## src/rtl/stt_pkg.sv

```systemverilog
// Shared types and constants for the timer slot table.
package stt_pkg;

    localparam int SLOTS     = 16;
    localparam int SLOT_W    = $clog2(SLOTS);
    localparam int CNT_W     = 16;
    localparam int ID_W      = 4;
    localparam int OP_W      = 2;
    localparam int KIND_W    = 3;
    localparam int S_TDATA_W = 24;
    localparam int M_TDATA_W = 8;

    localparam logic [SLOT_W-1:0] LAST_SLOT = SLOT_W'(SLOTS - 1);

    typedef enum logic [OP_W-1:0] {
        OP_REGISTER = 2'd0,
        OP_REMOVE   = 2'd1,
        OP_TICK     = 2'd2,
        OP_POLL     = 2'd3
    } op_t;

    typedef enum logic [KIND_W-1:0] {
        K_REGISTERED = 3'd0,
        K_FULL       = 3'd1,
        K_REMOVED    = 3'd2,
        K_IGNORED    = 3'd3,
        K_TICKED     = 3'd4,
        K_EXPIRED    = 3'd5,
        K_NONE       = 3'd6
    } kind_t;

    typedef enum logic [1:0] {
        ST_IDLE,
        ST_EMIT,
        ST_SCAN,
        ST_FINISH
    } state_t;

    // One table entry: the period and the global tick count at the last clear.
    typedef struct packed {
        logic [CNT_W-1:0] period;
        logic [CNT_W-1:0] base;
    } entry_t;

    typedef struct packed {
        kind_t             kind;
        logic [ID_W-1:0]   slot_id;
        logic              last;
    } res_t;

    typedef struct packed {
        logic              we;
        logic [SLOT_W-1:0] waddr;
        entry_t            wdata;
        logic              re;
        logic [SLOT_W-1:0] raddr;
    } ram_req_t;

endpackage

```

## src/rtl/software_timer_slot_table_core.sv

```systemverilog
// Top level of the periodic timer slot table with its output register.
// A register, remove or tick item passes the engine's EMIT state and the output register
// before its result shows on m_tvalid. A poll holds each expiry until the next one is found
// or the scan ends. No new item is taken until the last result is handed on; a poll scans
// one entry per cycle via the RAM read port unless a held expiry waits on a full output
// register. Reset (aresetn low at a clock edge) frees every slot, clears the global tick
// count and drops any held result; the table RAM keeps its contents.
module software_timer_slot_table_core (
    input  logic                          aclk,
    input  logic                          aresetn,
    input  logic                          s_tvalid,
    output logic                          s_tready,
    // tdata fields from bit 0: period [15:0], slot [19:16], zero fill [23:20].
    input  logic [stt_pkg::S_TDATA_W-1:0] s_tdata,
    // tuser fields from bit 0: op [1:0].
    input  logic [stt_pkg::OP_W-1:0]      s_tuser,
    output logic                          m_tvalid,
    input  logic                          m_tready,
    // tdata fields from bit 0: slot_id [3:0], zero fill [7:4].
    output logic [stt_pkg::M_TDATA_W-1:0] m_tdata,
    // tuser fields from bit 0: kind [2:0].
    output logic [stt_pkg::KIND_W-1:0]    m_tuser,
    output logic                          m_tlast
);
    import stt_pkg::*;

    // The engine works on one item at a time. Its held result and this output register
    // decouple it from the result side, so a new item is taken while a result still waits.
    // The table RAM needs no clearing pass, since only entries of slots in use ever matter.
    logic     res_valid;
    logic     res_ready;
    res_t     res;
    ram_req_t ram_req;
    entry_t   ram_rdata;
    logic [$bits(entry_t)-1:0] ram_rdata_raw;

    logic             m_tvalid_reg;
    kind_t            m_kind_reg;
    logic [ID_W-1:0]  m_id_reg;
    logic             m_last_reg;

    // Each table entry holds a period and the global tick count at which the slot's
    // own count was last cleared; the slot's count is the difference of the two.
    stt_ram #(
        .DEPTH (SLOTS),
        .WIDTH ($bits(entry_t))
    ) u_ram (
        .aclk  (aclk),
        .we    (ram_req.we),
        .waddr (ram_req.waddr),
        .wdata (ram_req.wdata),
        .re    (ram_req.re),
        .raddr (ram_req.raddr),
        .rdata (ram_rdata_raw)
    );

    assign ram_rdata = entry_t'(ram_rdata_raw);

    stt_engine u_engine (
        .aclk      (aclk),
        .aresetn   (aresetn),
        .in_valid  (s_tvalid),
        .in_ready  (s_tready),
        .in_op     (op_t'(s_tuser)),
        .in_period (s_tdata[15:0]),
        .in_slot   (s_tdata[19:16]),
        .res_valid (res_valid),
        .res_ready (res_ready),
        .res       (res),
        .ram_req   (ram_req),
        .ram_rdata (ram_rdata)
    );

    // The output register takes a new item whenever it is empty or being emptied.
    assign res_ready = !m_tvalid_reg || m_tready;

    always_ff @(posedge aclk) begin
        if (!aresetn) begin
            m_tvalid_reg <= 1'b0;
        end else if (res_ready) begin
            m_tvalid_reg <= res_valid;
        end
    end

    always_ff @(posedge aclk) begin
        if (res_ready && res_valid) begin
            m_kind_reg <= res.kind;
            m_id_reg   <= res.slot_id;
            m_last_reg <= res.last;
        end
    end

    assign m_tvalid = m_tvalid_reg;
    assign m_tdata  = {{(M_TDATA_W - ID_W){1'b0}}, m_id_reg};
    assign m_tuser  = m_kind_reg;
    assign m_tlast  = m_last_reg;

endmodule

```

## src/rtl/stt_ram.sv

```systemverilog
// Simple dual-port RAM with one write port and one registered read port.
module stt_ram #(
    parameter int DEPTH = 16,
    parameter int WIDTH = 32,
    parameter int AW    = $clog2(DEPTH)
) (
    input  logic             aclk,
    input  logic             we,
    input  logic [AW-1:0]    waddr,
    input  logic [WIDTH-1:0] wdata,
    input  logic             re,
    input  logic [AW-1:0]    raddr,
    output logic [WIDTH-1:0] rdata
);

    logic [WIDTH-1:0] mem [DEPTH];
    logic [WIDTH-1:0] rdata_reg;

    always_ff @(posedge aclk) begin
        if (we) begin
            mem[waddr] <= wdata;
        end
    end

    // Read data holds while the read enable is low.
    always_ff @(posedge aclk) begin
        if (re) begin
            rdata_reg <= mem[raddr];
        end
    end

    assign rdata = rdata_reg;

endmodule

```

## src/rtl/stt_engine.sv

```systemverilog
// Command sequencer: slot allocation, tick count and the expiry scan over the table RAM.
module stt_engine (
    input  logic              aclk,
    input  logic              aresetn,
    input  logic              in_valid,
    output logic              in_ready,
    input  stt_pkg::op_t      in_op,
    input  logic [15:0]       in_period,
    input  logic [3:0]        in_slot,
    output logic              res_valid,
    input  logic              res_ready,
    output stt_pkg::res_t     res,
    output stt_pkg::ram_req_t ram_req,
    input  stt_pkg::entry_t   ram_rdata
);
    import stt_pkg::*;

    state_t             state_reg, state_next;
    logic [SLOTS-1:0]   in_use_reg, in_use_next;
    logic [CNT_W-1:0]   now_reg, now_next;
    logic               pend_valid_reg, pend_valid_next;
    kind_t              pend_kind_reg, pend_kind_next;
    logic [ID_W-1:0]    pend_id_reg, pend_id_next;
    logic [SLOT_W-1:0]  idx_reg, idx_next;
    logic               issued_all_reg, issued_all_next;
    logic               valid_b_reg, valid_b_next;
    logic [SLOT_W-1:0]  idx_b_reg, idx_b_next;

    logic               free_found;
    logic [SLOT_W-1:0]  free_idx;
    logic               hit;
    logic               stall;
    logic [CNT_W-1:0]   elapsed;
    logic [SLOT_W-1:0]  rm_idx;
    logic               rm_in_range;

    // Lowest free slot from 1 upward.
    always_comb begin
        free_found = 1'b0;
        free_idx   = '0;
        for (int i = SLOTS - 1; i >= 1; i--) begin
            if (!in_use_reg[i]) begin
                free_found = 1'b1;
                free_idx   = SLOT_W'(i);
            end
        end
    end

    assign rm_idx      = SLOT_W'(in_slot);
    assign rm_in_range = 32'(in_slot) < SLOTS;

    // Tick count of an entry is the global count minus its base, modulo 2^16.
    assign elapsed = now_reg - ram_rdata.base;
    assign hit     = (state_reg == ST_SCAN) && valid_b_reg && in_use_reg[idx_b_reg]
                     && (elapsed >= ram_rdata.period);
    assign stall   = hit && pend_valid_reg && !res_ready;

    always_ff @(posedge aclk) begin
        if (!aresetn) begin
            state_reg      <= ST_IDLE;
            in_use_reg     <= '0;
            now_reg        <= '0;
            pend_valid_reg <= 1'b0;
            issued_all_reg <= 1'b0;
            valid_b_reg    <= 1'b0;
        end else begin
            state_reg      <= state_next;
            in_use_reg     <= in_use_next;
            now_reg        <= now_next;
            pend_valid_reg <= pend_valid_next;
            issued_all_reg <= issued_all_next;
            valid_b_reg    <= valid_b_next;
        end
    end

    always_ff @(posedge aclk) begin
        pend_kind_reg <= pend_kind_next;
        pend_id_reg   <= pend_id_next;
        idx_reg       <= idx_next;
        idx_b_reg     <= idx_b_next;
    end

    always_comb begin
        state_next      = state_reg;
        in_use_next     = in_use_reg;
        now_next        = now_reg;
        pend_valid_next = pend_valid_reg;
        pend_kind_next  = pend_kind_reg;
        pend_id_next    = pend_id_reg;
        idx_next        = idx_reg;
        issued_all_next = issued_all_reg;
        valid_b_next    = valid_b_reg;
        idx_b_next      = idx_b_reg;
        in_ready        = 1'b0;
        res_valid       = 1'b0;
        res             = '{kind: pend_kind_reg, slot_id: pend_id_reg, last: 1'b1};
        ram_req         = '0;

        case (state_reg)
            ST_IDLE: begin
                in_ready = 1'b1;
                if (in_valid) begin
                    pend_valid_next = 1'b1;
                    state_next      = ST_EMIT;
                    case (in_op)
                        OP_REGISTER: begin
                            if (free_found) begin
                                in_use_next[free_idx] = 1'b1;
                                ram_req.we            = 1'b1;
                                ram_req.waddr         = free_idx;
                                ram_req.wdata         = '{period: in_period, base: now_reg};
                                pend_kind_next        = K_REGISTERED;
                                pend_id_next          = ID_W'(free_idx);
                            end else begin
                                pend_kind_next = K_FULL;
                                pend_id_next   = '0;
                            end
                        end
                        OP_REMOVE: begin
                            pend_id_next = in_slot;
                            if (rm_in_range) begin
                                in_use_next[rm_idx] = 1'b0;
                                pend_kind_next      = K_REMOVED;
                            end else begin
                                pend_kind_next = K_IGNORED;
                            end
                        end
                        OP_TICK: begin
                            now_next       = now_reg + 1'b1;
                            pend_kind_next = K_TICKED;
                            pend_id_next   = '0;
                        end
                        default: begin
                            pend_valid_next = 1'b0;
                            idx_next        = '0;
                            issued_all_next = 1'b0;
                            valid_b_next    = 1'b0;
                            state_next      = ST_SCAN;
                        end
                    endcase
                end
            end

            ST_EMIT: begin
                res_valid = 1'b1;
                if (res_ready) begin
                    pend_valid_next = 1'b0;
                    state_next      = ST_IDLE;
                end
            end

            ST_SCAN: begin
                // A new expiry pushes the held one out; it cannot be the last.
                if (hit && pend_valid_reg) begin
                    res_valid = 1'b1;
                    res.last  = 1'b0;
                end
                if (!stall) begin
                    if (hit) begin
                        pend_valid_next = 1'b1;
                        pend_kind_next  = K_EXPIRED;
                        pend_id_next    = ID_W'(idx_b_reg);
                        ram_req.we      = 1'b1;
                        ram_req.waddr   = idx_b_reg;
                        ram_req.wdata   = '{period: ram_rdata.period, base: now_reg};
                    end
                    if (!issued_all_reg) begin
                        ram_req.re   = 1'b1;
                        ram_req.raddr = idx_reg;
                        valid_b_next = 1'b1;
                        idx_b_next   = idx_reg;
                        idx_next     = idx_reg + 1'b1;
                        if (idx_reg == LAST_SLOT) begin
                            issued_all_next = 1'b1;
                        end
                    end else begin
                        valid_b_next = 1'b0;
                    end
                    if (valid_b_reg && idx_b_reg == LAST_SLOT) begin
                        state_next = ST_FINISH;
                    end
                end
            end

            ST_FINISH: begin
                res_valid = 1'b1;
                if (!pend_valid_reg) begin
                    res = '{kind: K_NONE, slot_id: '0, last: 1'b1};
                end
                if (res_ready) begin
                    pend_valid_next = 1'b0;
                    state_next      = ST_IDLE;
                end
            end

            default: begin
                state_next = ST_IDLE;
            end
        endcase
    end

    a_slot0_never_used: assert property (@(posedge aclk) disable iff (!aresetn)
        !in_use_reg[0])
        else $error("slot 0 was handed out");

    a_idle_no_pending: assert property (@(posedge aclk) disable iff (!aresetn)
        in_ready |-> !pend_valid_reg)
        else $error("pending result left over while idle");

    a_scan_write_sets_pending: assert property (@(posedge aclk) disable iff (!aresetn)
        (ram_req.we && state_reg == ST_SCAN) |=> pend_valid_reg)
        else $error("expiry clear without a held result");

    a_stall_holds_scan: assert property (@(posedge aclk) disable iff (!aresetn)
        stall |-> !ram_req.re && !ram_req.we)
        else $error("table accessed during a stalled scan");

endmodule
```

## config.mk

```make
export PLATFORM = sky130hd
export DESIGN_NAME = software_timer_slot_table_core
export DESIGN_NICKNAME = d
export VERILOG_FILES = /design/src/rtl/stt_pkg.sv /design/src/rtl/software_timer_slot_table_core.sv /design/src/rtl/stt_ram.sv /design/src/rtl/stt_engine.sv
export SDC_FILE = /design/constraint.sdc
export NUM_CORES = 1
export LEC_CHECK = 0
export ABC_AREA = 0
export BUFFER_PORTS_ARGS = -buffer_cell sky130_fd_sc_hd__buf_2
export CAP_MARGIN = 20
export CORE_MARGIN = 5
export CORE_UTILIZATION = 62
export DETAILED_ROUTE_END_ITERATION = 8
export GPL_ROUTABILITY_DRIVEN = 1
export PLACE_DENSITY_LB_ADDON = 0.08
export SETUP_SLACK_MARGIN = 0.5
export SLEW_MARGIN = 20
export SYNTH_ARGS = -nofsm -noshare
export SYNTH_HDL_FRONTEND = slang
export SYNTH_HIERARCHICAL = 1
export SYNTH_SLANG_ARGS = --single-unit
```

## constraint.sdc

```tcl
create_clock -name aclk -period 8.7 [get_ports aclk]
set_input_delay 1.74 -clock aclk [delete_from_list [all_inputs] [get_ports aclk]]
set_output_delay 1.74 -clock aclk [all_outputs]
set_load 0.05 [all_outputs]
```

==> results of run 1 <==
==> final timing paths <==
kind / startpoint / endpoint / slack (ns)
worst min-delay path: u_engine/in_use_reg[0]$_SDFFE_PN0P_ / u_engine/in_use_reg[0]$_SDFFE_PN0P_ / 0.45
worst min register to register: u_engine/in_use_reg[0]$_SDFFE_PN0P_ / u_engine/in_use_reg[0]$_SDFFE_PN0P_ / 0.45
worst max-delay path: u_ram/rdata[1]$_DFFE_PP_ / u_ram/rdata[20]$_DFFE_PP_ / 2.22
worst max register to register: u_ram/rdata[1]$_DFFE_PP_ / u_ram/rdata[20]$_DFFE_PP_ / 2.22
==> layer usage <==
metal	global-route usage, %	routed length, um
met1	38.6	23400
met2	41.2	27600
met3	3.86	4530
met4	8.58	1710
met5	1.08	37
==> critical path: cells and delay by family, from the launching register on <==
family                   cells  cell delay [ns]
adder cells (fa/ha/maj)      2             0.54
AND/OR/NAND/NOR              4             1.36
buffers and inverters        3             0.78
multiplexers                 1             0.37
AO/OA/AOI/OAI               10             2.73
flip-flops                   1             0.42
==> power breakdown <==
group          switching (mW)  internal [mW]
sequential            0.00939           3.17
clock                    1.03           1.38
combinational           0.125         0.0667
total                    1.16           4.62
==> cells by family (layout without fill, tap and decap cells) <==
group | count (synthesis) | in the layout | share of synthesized area, %
DFF | 605 | 605 | 71.2
and+or+nand+nor | 271 | 271 | 5.38
AOI/OAI and AO/OA | 228 | 228 | 6.47
muxes | 134 | 134 | 11.9
buffers and inverters | 118 | 252 | 2.08
adders and majority gates | 38 | 38 | 1.93
xor gates and xnor gates | 27 | 27 | 0.947
other | 1 | 4 | 0.0150
==> cells in the final DEF (no fill, tap or decap), drive strengths merged, types with 7 or more instances in the layout <==
cell type  count
xnor2         12
nor3          18
edfxtp       567
dfxtp         38
buf           95
ha            37
clkbuf        83
nand2b        13
a31oi          7
a21o           9
a22oi         64
nor2b          7
and2          13
inv           51
nor2          58
mux4         131
o211ai        11
clkinv        18
xor2          15
a21oi         30
o21ai         39
a21boi        17
nand3         25
nand2         93
==> through the flow <==
step	hold WS, ns	instance area, um2	util [%]	instances	total power [mW]
after CTS	0.451	27900	70.2	2084	5.82
after global placement	0.434	26100	65.6	1976	3.43
after global routing	0.463	28000	70.2	2084	5.97
after detailed placement	0.441	26100	65.6	1977	3.43
final	0.454	28000	70.2	2084	5.78
after floorplan	0.409	25000	-	1425	3.37
==> final cells by class <==
class / count / area, um2
fill: 2574 / 11900
tap: 525 / 657
inverter: 50 / 188
multi-input combinational: 702 / 6840
timing repair buffer: 95 / 667
clock inverter: 24 / 194
clock buffer: 83 / 1630
sequential: 605 / 17800
==> impl_metrics.json, run 1 <==
{
  "synth_top_area_cell": "edfxtp_1",
  "grt_setup_unrepaired": "false",
  "layout.nets": 1580,
  "num_io_pins": 44,
  "fmax_ghz": 0.154,
  "grt_pass1_vias": 13800,
  "status": "finished, final reports clean",
  "leakagePower_nw": 8.89,
  "grt_antenna_before_repair": 0,
  "clk_latency_ns": 0.61,
  "critPathArrivalTime_ns": 6.81,
  "netlist_instances": 1422,
  "dp.final_hpwl_um": 32900,
  "clk_path_buf_depth": 3,
  "setup_tns_ns": 0,
  "cts_root_buf": "clkbuf_16",
  "synth_cell_types": 72,
  "ys_warn_count": 6,
  "drv_cap": 0,
  "slew_violations": 0,
  "crit_slowest_cell": "and2_4",
  "syn_area_um2": 25000,
  "cts_tree": "yes",
  "synth-edff-count": 567,
  "worst_pin_slew_ns": 1.15,
  "fp.dieW_um": 211,
  "hp-class": "reg -> reg",
  "netlist_top_cells_count": "edfxtp_1 (567), mux4_2 (131), nand2_1 (93)",
  "place.gp.congestion": 0.849,
  "setup_viol": 0,
  "drtIter0Drc": 1478,
  "rows": 73,
  "power.density_nw_per_um2": 207,
  "synthTopCellsByArea": "edfxtp_1 (68%), mux4_2 (12%), dfxtp_1 (3.0%)",
  "pre_cts_ws_ns": 2.26,
  "drive_gt1_share_pct": 22.6,
  "cp_max_fo": 62,
  "async_flop_share_pct": 0,
  "slowest_delay_ns": 0.92,
  "antenna_cells": 0,
  "wl_per_cell_um": 27.5,
  "rr_worst_depth": 20,
  "grt_use_total_pct": 26.1,
  "cts_resized": 0,
  "drc": 0,
  "seq_area_frac_synth_pct": 71.2,
  "coreArea_um2": 39800,
  "fin_skew_ns": 0.0214,
  "drt_first_pass_iters": 6,
  "cts.htree.levels": 2,
  "endpoint_kind": "flop",
  "largest_register_ffs": 512,
  "clkTransAtPathRegs_ns": 0.06,
  "yosysTopAreaCellShare_pct": 68.2,
  "vdd_ir_drop_max_v": 0.000198,
  "ys.flop_type": "edfxtp_1",
  "critPathRequiredTime_ns": 9.04,
  "crit_type": "reg -> reg",
  "routed_wl_um": 57300,
  "avgViaCountPerCell": 6.60,
  "portBuffers": 35,
  "cts_buffers": 58,
  "synth_seq_cells": 605,
  "ant_nets": 0,
  "num_vias": 13700,
  "grt-ovfl-total": 0,
  "area_growth_pct": 12.0,
  "period_minus_slack_ns": 6.48,
  "post-route-period-util_pct": 74.4,
  "hold_buffers": 0,
  "dieArea_um2": 44400,
  "critPathLaunchType": "flop",
  "post-cts-setup-buffers": 0,
  "synth.most_common_cell": "edfxtp_1",
  "grt_pass1_wl_um": 85800,
  "syn_avg_cell_area_um2": 17.6,
  "whs_path_depth": 2,
  "dieHeight_um": 211,
  "cts_num_sinks": 605,
  "cp_cell_sequence": "inv_1 > ha_1 > nor2b_1 > o2111ai_1 > nand3_1 > o311ai_1 > a21oi_1 > o311ai_1 > ha_1 > a21oi_1 > o21ai_0 > a21oi_1 > o31ai_1 > buf_4 > a311oi_4 > and2_4 > buf_4 > mux4_2 > a22oi_1 > nand2_1",
  "max_slew_margin_pct": 23.5,
  "initial_core_util_pct": 62.7,
  "fin_ws_ns": 2.22,
  "crit_top_cell": "a21oi_1",
  "grt_max_degree": 63,
  "hold_viol": 0
}
No activity file was read; power rests on OpenSTA's default activity.
==> run 2: changes to the inputs <==
- CORE_UTILIZATION: 62 -> 56
- clock period: 8.7 -> 5.8 ns (I/O delays scaled with it)
==> impl_metrics.json, run 2 (synthesis gave the netlist of run 1 again) <==
{
  "slowest_delay_ns": 0.51,
  "post-route-period-util_pct": 88.1,
  "fp.dieW_um": 221,
  "largest_register_ffs": 512,
  "cp_max_fo": 7,
  "endpoint_kind": "flop",
  "crit_type": "reg -> reg",
  "num_vias": 13800,
  "wl_per_cell_um": 27.0,
  "initial_core_util_pct": 56.6,
  "critPathArrivalTime_ns": 5.48,
  "num_io_pins": 44,
  "power.density_nw_per_um2": 304,
  "grt_use_total_pct": 23.5,
  "vdd_ir_drop_max_v": 0.000270,
  "grt_pass1_wl_um": 86300,
  "dp.final_hpwl_um": 32100,
  "critPathRequiredTime_ns": 6.17,
  "ant_nets": 0,
  "cp_cell_sequence": "ha_4 > fa_2 > nor2b_2 > o31a_1 > o2111ai_2 > a31oi_4 > nand4b_1 > o211ai_1 > ha_1 > nand2_1 > nor2_1 > a21oi_2 > o31ai_4 > buf_12 > a311oi_4 > and2_4 > buf_12 > buf_4 > buf_16 > mux4_2 > a22oi_2 > nand2_1",
  "portBuffers": 35,
  "cts.htree.levels": 2,
  "drtIter0Drc": 1567,
  "hold_viol": 0,
  "clk_latency_ns": 0.63,
  "grt-ovfl-total": 0,
  "leakagePower_nw": 9.31,
  "drt_first_pass_iters": 5,
  "cts_num_sinks": 605,
  "grt_antenna_before_repair": 0,
  "mostFrequentLayoutCells": "edfxtp_1 (567), mux4_2 (131), nand2_1 (93), buf_4 (74), clkbuf_16 (64)",
  "cts_root_buf": "clkbuf_16",
  "place.gp.congestion": 0.911,
  "cts_tree": "yes",
  "crit_buf_inv": 4,
  "setup_tns_ns": 0,
  "slew_violations": 0,
  "cp_top_family": "compound AO/OA/AOI/OAI gates",
  "routed_wl_um": 59600,
  "period_minus_slack_ns": 5.11,
  "status": "finished, final reports clean",
  "grt_setup_unrepaired": "false",
  "coreArea_um2": 44100,
  "critPathLaunchType": "flop",
  "fmax_ghz": 0.196,
  "clk_path_buf_depth": 3,
  "drive_gt1_share_pct": 27.0,
  "drv_cap": 0,
  "hold_buffers": 0,
  "drc": 0,
  "max_slew_margin_pct": 35.2,
  "n_fill_cell": 3066,
  "worst_pin_slew_ns": 0.965,
  "rows": 77,
  "multi_input_comb_area_um2": 7070,
  "avgViaCountPerCell": 6.27,
  "dieHeight_um": 221,
  "layout.nets": 1635,
  "total_power_mw": 8.85,
  "setup_viol": 0,
  "dieArea_um2": 48900,
  "antenna_cells": 0,
  "fin_skew_ns": 0.0191,
  "grt_pass1_vias": 13300,
  "clkTransAtPathRegs_ns": 0.06,
  "layout_commonest_cell": "edfxtp_1",
  "hp-class": "reg -> reg",
  "area_growth_pct": 16.8,
  "grt_max_degree": 41,
  "cts_buffers": 59,
  "crit_slowest_cell": "mux4_2",
  "seq_area_um2": 17800
}
[run 2: path summary, 6_finish.rpt]
path	start	endpoint	slack, ns	cells after the start
min reg2reg	u_engine/in_use_reg[0]$_SDFFE_PN0P_	u_engine/in_use_reg[0]$_SDFFE_PN0P_	0.45	2
min	u_engine/in_use_reg[0]$_SDFFE_PN0P_	u_engine/in_use_reg[0]$_SDFFE_PN0P_	0.45	2
max reg2reg	u_ram/rdata[0]$_DFFE_PP_	u_ram/rdata[4]$_DFFE_PP_	0.69	22
max	u_ram/rdata[0]$_DFFE_PP_	u_ram/rdata[4]$_DFFE_PP_	0.69	22
[run 2: what timing repair did]
item	4_1_cts	5_1_grt
setup buffers	0	29
pin swaps	1	18
resized for setup	3	44
gates cloned	1	7
endpoints found under the setup margin	50	560
[run 2: layout make-up]
type / count / share of cell area [%]
Tap cell: 592 / 2.54
Inverter: 50 / 0.643
Clock inverter: 23 / 0.905
Multi-Input combinational cell: 705 / 24.2
Sequential cell: 605 / 61.0
Clock buffer: 85 / 5.60
Timing Repair Buffer: 146 / 5.11
[run 2: metrics by stage]
stage / std cells / utilization [%] / setup WS (ns) / cell area (um2) / hold slack (ns)
floorplan: 1425 / - / 0.386 / 25300 / 0.409
global placement: 2060 / 60.3 / 0.514 / 26600 / 0.428
detailed placement: 2060 / 60.3 / 0.477 / 26600 / 0.448
CTS: 2169 / 64.7 / 0.564 / 28500 / 0.455
global route: 2206 / 66.1 / 0.381 / 29200 / 0.496
finish: 2206 / 66.1 / 0.691 / 29200 / 0.455
[run 2: where the power goes]
part           switching (mW)  leakage (nW)  internal [mW]
sequential             0.0148          5.32           4.75
clock                    1.58         0.919           2.17
combinational           0.201          3.08          0.128
[run 2: worst min-delay path, cell delays in order (launching register included)]
cell and delay [ns]:
dfxtp_1 0.32, nand2_1 0.05, a21oi_1 0.04
[run 2: layer usage]
| layer | track usage, % | vias to the layer above | wire length (um) |
|---|---|---|---|
| li1 | - | 6024 | - |
| met1 | 33.6 | 7188 | 25000 |
| met2 | 37.9 | 510 | 28900 |
| met3 | 4.27 | 104 | 4280 |
| met4 | 6.50 | 0 | 1440 |
| met5 | 0 | - | 0 |
